`src/bfdh_pkg.sv`:
```
`default_nettype none
// -----------------------------------------------------------------------------
// bfdh_pkg
// Shared types and constants of the double-hashing Bloom filter.
// -----------------------------------------------------------------------------
package bfdh_pkg;

  localparam int unsigned MAX_BITS_DEF   = 65536;
  localparam int unsigned MAX_PROBES_DEF = 32;

  localparam int unsigned HC_W = 6;
  localparam int unsigned BB_W = 17;

  localparam logic [HC_W-1:0] HASH_NUM_RST    = 6'd4;
  localparam logic [BB_W-1:0] BITMAP_BITS_RST = 17'd65536;

  localparam logic [1:0] CFG_HASH_NUM    = 2'd0;
  localparam logic [1:0] CFG_BITMAP_BITS = 2'd1;

  localparam logic OP_INSERT = 1'b0;
  localparam logic OP_QUERY  = 1'b1;

  // remainder operand select
  localparam logic [1:0] SEL_WRAP = 2'd0;
  localparam logic [1:0] SEL_BASE = 2'd1;
  localparam logic [1:0] SEL_STEP = 2'd2;

  typedef struct packed {
    logic       accept;
    logic       clear_step;
    logic       rem_start;
    logic [1:0] start_sel;
    logic       rem_capture;
    logic [1:0] cap_sel;
    logic       probe_init;
    logic       probe_read;
    logic       probe_update;
    logic       result_load;
  } cmd_t;

  typedef struct packed {
    logic clear_last;
    logic rem_done;
    logic no_probes;
    logic last_probe;
    logic item_query;
    logic out_busy;
  } sts_t;

endpackage
`default_nettype wire

```
`src/bfdh_ctrl.sv`:
```
`default_nettype none
// -----------------------------------------------------------------------------
// bfdh_ctrl
// Sequencer: clearing pass, three remainders, then one read and one update
// per probe.
// -----------------------------------------------------------------------------
module bfdh_ctrl (
  input  wire logic          clk,
  input  wire logic          rst,
  input  wire logic          s_tvalid,
  input  wire bfdh_pkg::sts_t sts,
  output bfdh_pkg::cmd_t     cmd
);

  typedef enum logic [5:0] {
    ST_CLEAR = 6'b000001,
    ST_IDLE  = 6'b000010,
    ST_MOD   = 6'b000100,
    ST_RD    = 6'b001000,
    ST_UPD   = 6'b010000,
    ST_DONE  = 6'b100000
  } state_t;

  state_t     state, state_next;
  logic [1:0] sel, sel_next, sel_inc;

  always_comb begin
    unique case (sel)
      bfdh_pkg::SEL_WRAP: sel_inc = bfdh_pkg::SEL_BASE;
      bfdh_pkg::SEL_BASE: sel_inc = bfdh_pkg::SEL_STEP;
      default:            sel_inc = bfdh_pkg::SEL_WRAP;
    endcase
  end

  always_comb begin
    cmd        = '0;
    state_next = state;
    sel_next   = sel;
    cmd.start_sel = sel_inc;
    cmd.cap_sel   = sel;
    unique case (state)
      ST_CLEAR: begin
        cmd.clear_step = 1'b1;
        if (sts.clear_last) begin
          state_next = ST_IDLE;
        end
      end
      ST_IDLE: begin
        cmd.accept = 1'b1;
        if (s_tvalid) begin
          cmd.rem_start = 1'b1;
          cmd.start_sel = bfdh_pkg::SEL_WRAP;
          sel_next      = bfdh_pkg::SEL_WRAP;
          state_next    = ST_MOD;
        end
      end
      ST_MOD: begin
        if (sts.rem_done) begin
          cmd.rem_capture = 1'b1;
          if (sel != bfdh_pkg::SEL_STEP) begin
            cmd.rem_start = 1'b1;
            sel_next      = sel_inc;
          end else begin
            cmd.probe_init = 1'b1;
            state_next     = sts.no_probes ? ST_DONE : ST_RD;
          end
        end
      end
      ST_RD: begin
        cmd.probe_read = 1'b1;
        state_next     = ST_UPD;
      end
      ST_UPD: begin
        cmd.probe_update = 1'b1;
        state_next       = sts.last_probe ? ST_DONE : ST_RD;
      end
      ST_DONE: begin
        if (!sts.item_query) begin
          state_next = ST_IDLE;
        end else if (!sts.out_busy) begin
          cmd.result_load = 1'b1;
          state_next      = ST_IDLE;
        end
      end
      default: state_next = ST_CLEAR;
    endcase
  end

  always_ff @(posedge clk) begin
    if (rst) begin
      state <= ST_CLEAR;
      sel   <= bfdh_pkg::SEL_WRAP;
    end else begin
      state <= state_next;
      sel   <= sel_next;
    end
  end

endmodule
`default_nettype wire

```
`config.mk`:
```
export PLATFORM = sky130hd
export DESIGN_NAME = bfdh_ctrl
export DESIGN_NICKNAME = d
export VERILOG_FILES = /design/src/bfdh_pkg.sv /design/src/bfdh_ctrl.sv
export SDC_FILE = /design/constraint.sdc
export NUM_CORES = 1
export LEC_CHECK = 0
export ABC_CLOCK_PERIOD_IN_PS = 1550
export BUFFER_PORTS_ARGS = -buffer_cell sky130_fd_sc_hd__buf_4
export CAP_MARGIN = 5
export CORE_MARGIN = 1
export CORE_UTILIZATION = 45
export CTS_BUF_LIST = sky130_fd_sc_hd__clkbuf_2 sky130_fd_sc_hd__clkbuf_4 sky130_fd_sc_hd__clkbuf_8
export CTS_CLUSTER_DIAMETER = 50
export DETAILED_ROUTE_END_ITERATION = 12
export PLACE_DENSITY = 0.76
export SLEW_MARGIN = 0
export SYNTH_ARGS = -nofsm -noshare
export SYNTH_HDL_FRONTEND = slang
export SYNTH_SLANG_ARGS = --single-unit
```
`constraint.sdc`:
```
create_clock -name clk -period 1.55 [get_ports clk]
set_input_delay 0.31 -clock clk [delete_from_list [all_inputs] [get_ports clk]]
set_output_delay 0.31 -clock clk [all_outputs]
set_load 0.02 [all_outputs]
```
Yosys cells after proc, flatten, opt, wreduce, memory -nomap -nowiden
Index checks and enable logic that the tools add are counted. Widths: inputs -> output; s select.

Equal/unequal tests: 14. Mux-type cells: 31. Reduce and logical (&&, ||, !) cells: 4.

Operators with widths (number): $mux 6 (8); $pmux 6 s6 (1); $mux 1 (14); $ne 2x2->1 const B (6); $mux 2 (4); $pmux 2 s2 (2); $eq 6x1->1 const B (1); $eq 6x2->1 const B (1); $eq 6x3->1 const B (1); $eq 6x4->1 const B (1); $eq 6x5->1 const B (1); $eq 6x6->1 const B (1); $reduce_and 5->1 (1); $reduce_and 4->1 (1); $mux 3 (1); $ne 3x3->1 const B (1); $eq 2x1->1 const B (1); $logic_not 2->1 (1); $pmux 1 s2 (1); $reduce_bool 2->1 (1).

Flip-flop bits (word level): 8. Input port bits: 9. Word-level logic and storage cells: 51.

Longest topological paths before layout
Word-level depth: 5. Gate-level depth with buffers: 5.

Worst setup path after synthesis
No wires, ideal clock.

Path kind: register to output. Start: reg state[3]. End: out cmd[9] in the netlist's numbering. Arrival time: 1.515 ns. Data required time: 1.240 ns. Setup slack: -0.275 ns. Stages on the path, launching flop included: 5. Path buffers: 1. Cells stage by stage: dfxtp_1 > buf_6 > nor4_4 > nand3_4 > o21ai_0.

RTL lines: start, declared (RTL line bfdh_ctrl.sv:24) `state_t state, state_next;`; start signal, assigned (RTL line bfdh_ctrl.sv:94) `state <= state_next;`; end, declared (RTL line bfdh_ctrl.sv:12) `output bfdh_pkg::cmd_t cmd`.

==> impl_metrics.ini <==
[global_route]
grt-busiest-layer = met2
use_met1 = 0.368
antenna_found_initial = 0
track_usage = 0.327
met3_usage = 0.122
first_global_vias = 732
use_met2 = 0.542
grt_first_pass_wirelength_um = 3220
grt_max_degree = 9
grt_overflow = 0

[synth]
yosysWarnings = 0
synth_nets = 84
syn-instance-count = 75
ys_seq_area_frac = 0.272
yosys_register_bits = 8
avgSynthCellArea_um2 = 7.84
synth_cell_type_count = 31
syn_area_um2 = 588

[setup_path]
crit_type = reg2out
end_kind = primary output
critical_path.max_stage_delay_ns = 0.36
path_buf_inv = 2
cp_max_fo = 4
crit_chain = nor4_4 -> buf_4 -> nand3_4 -> and2b_2 -> buf_6
start_kind = register
cpMaxStageDelayCell = dfxtp_4
cp.required_ns = 1.24
worstPathArrival_ns = 1.51
critPathTopFamily = simple AND/OR/NAND/NOR gates

[clock_network]
cts.clk_slew.worst_paths_ns = 0.06
cts_tree = yes
cts.htree.levels = 1
cts_buffers = 3
clock-sinks = 8
holdBufCountCts = 0
root_buffer = clkbuf_4
clk_latency_ns = 0.27
clock_path_buffers = 2

[sta]
skew_ns = 0.00170
slew_violations = 0
worst_pin_slew_ns = 0.304
rsz0062_at_grt = yes
fmax_ghz = 0.550
fin_crit_sh = 1.17
finalWorstSetupSlack_ns = -0.267
hold_viol_final = 0
period_needed_ns = 1.82
relSlewSlack = 0.796
timing.hold.ws_ns = 0.233
setup_viol = 12

[die]
io_pins = 21
core_area_um2 = 1160
dieArea_um2 = 1460
start_util = 0.509
die_w_um = 38.2
rows = 12
chipHeight_um = 38.2

[run]
maxCapViolCount = 0

[outcome]
status = finished with violations
failed_checks = negative setup slack

[drt]
routed_wl_um = 2160
drcViolationCount = 0
drtIter0Drc = 39
wl_per_cell_um = 16.6
dr.pass1.iters = 7
num_vias = 808
ant_nets = 0
viasPerCell = 6.22

[place]
io_buffers = 20
dp_hpwl_um = 1240
dpl.cell_count = 120
gp_congestion = 0.906

[power_and_ir_drop]
p_total_w = 0.00108
vdd_ir_drop_max_mv = 0.571
p_leak_nw = 0.469
power_density_nw_per_um2 = 1040

[cells_and_area]
final_cell_mix = 36 x buf_4, 5 x inv_1, 5 x nor2_1, 5 x dfxtp_4
final_common_cell = buf_4
drive_gt1_frac = 0.595
syn_to_final_growth_pct = 76.6
final_cells = 130
nets = 127
diodes = 0

[min_path]
min_path_type = in2reg
==> cell usage after synthesis <==
| cell type | instances | area share |
|---|---|---|
| a211oi_1 | 2 | 0.026 |
| a21oi_1 | 3 | 0.026 |
| a22o_1 | 1 | 0.015 |
| a22oi_1 | 2 | 0.026 |
| a31oi_1 | 1 | 0.011 |
| and2b_1 | 3 | 0.038 |
| and3_1 | 1 | 0.011 |
| and3_2 | 1 | 0.013 |
| and3b_1 | 2 | 0.030 |
| and4b_1 | 1 | 0.017 |
| buf_2 | 1 | 0.0085 |
| buf_6 | 1 | 0.019 |
| dfxtp_1 | 8 | 0.27 |
| inv_1 | 6 | 0.038 |
| nand2_1 | 4 | 0.026 |
| nand3_1 | 5 | 0.043 |
| nand3_4 | 1 | 0.030 |
| nand3b_1 | 1 | 0.013 |
| nand4_1 | 1 | 0.011 |
| nor2_1 | 7 | 0.045 |
| nor2b_1 | 5 | 0.053 |
| nor3_1 | 2 | 0.017 |
| nor3b_1 | 2 | 0.026 |
| nor4_1 | 1 | 0.011 |
| nor4_4 | 1 | 0.036 |
| nor4b_1 | 2 | 0.030 |
| o211ai_1 | 4 | 0.051 |
| o21a_1 | 1 | 0.013 |
| o21ai_0 | 2 | 0.017 |
| o22ai_1 | 1 | 0.011 |
| or3_1 | 2 | 0.021 |
==> metal layers <==
| layer | part of all wire | wire length [um] | up-vias |
|---|---|---|---|
| met5 | 0 | 0 | - |
| met2 | 0.49 | 1050 | 51 |
| met4 | 0.038 | 82 | 0 |
| met1 | 0.39 | 845 | 376 |
| li1 | - | - | 363 |
| met3 | 0.083 | 178 | 18 |
==> worst reg2reg max path, cell delays in order, from the launching register on <==
cell and delay (ns):
dfxtp_4 0.36, nor4_4 0.28, buf_4 0.19, nand3_4 0.08, buf_4 0.14, buf_4 0.13, or3_1 0.32, a21oi_1 0.17
==> where the power goes <==
part	switching, W	total, W	internal, W
registers	0.0000466	0.000286	0.000239
logic	0.000295	0.000620	0.000324
clock network	0.0000867	0.000176	0.0000897
total	0.000429	0.00108	0.000653
==> state kept, by name, indices dropped and copies added (netlist names) <==
name and count:
state 6, sel 2
==> worst paths after layout <==
kind             from  endpoint  slack [ns]  depth (start not counted)
min reg2reg    sel[0]    sel[0]        0.63                          2
max          state[1]    cmd[3]       -0.27                          5
max reg2reg  state[1]    sel[0]       -0.19                          7
min            sts[5]  state[0]        0.23                          2
==> stage by stage <==
stage / instance area [um2] / TNS [ns] / utilization / setup slack (ns)
after global routing: 1040 / -3.36 / 0.898 / -0.334
after global placement: 850 / -0.0220 / 0.735 / -0.0220
after detailed placement: 850 / -0.0994 / 0.735 / -0.0521
after floorplan: 607 / -0.121 / - / -0.0678
after CTS: 957 / -1.52 / 0.828 / -0.236
final: 1040 / -2.38 / 0.898 / -0.267
==> kinds of logic (layout without fill, tap and decap cells) <==
kind of cell / count (synthesis) / after routing / share of synthesized area
buf+inv: 8 / 49 / 0.0659
simple gates: 42 / 42 / 0.468
flops: 8 / 8 / 0.272
compound gates: 17 / 17 / 0.194
==> area by class of cell <==
type	count	area, um2
fill	45	118
clock buffer	3	22.5
timing repair buffer	40	315
sequential	8	180
inverter	6	22.5
multi-input combinational	59	480
tap	14	17.5
==> repair_timing <==
item,4_1_cts,5_1_grt
setup buffers,4,3
pin swaps,7,5
endpoints found under the setup margin,14,16
endpoints found under the hold margin,0,0
gates resized for setup,17,16
Power figures use the tool's default switching activity.
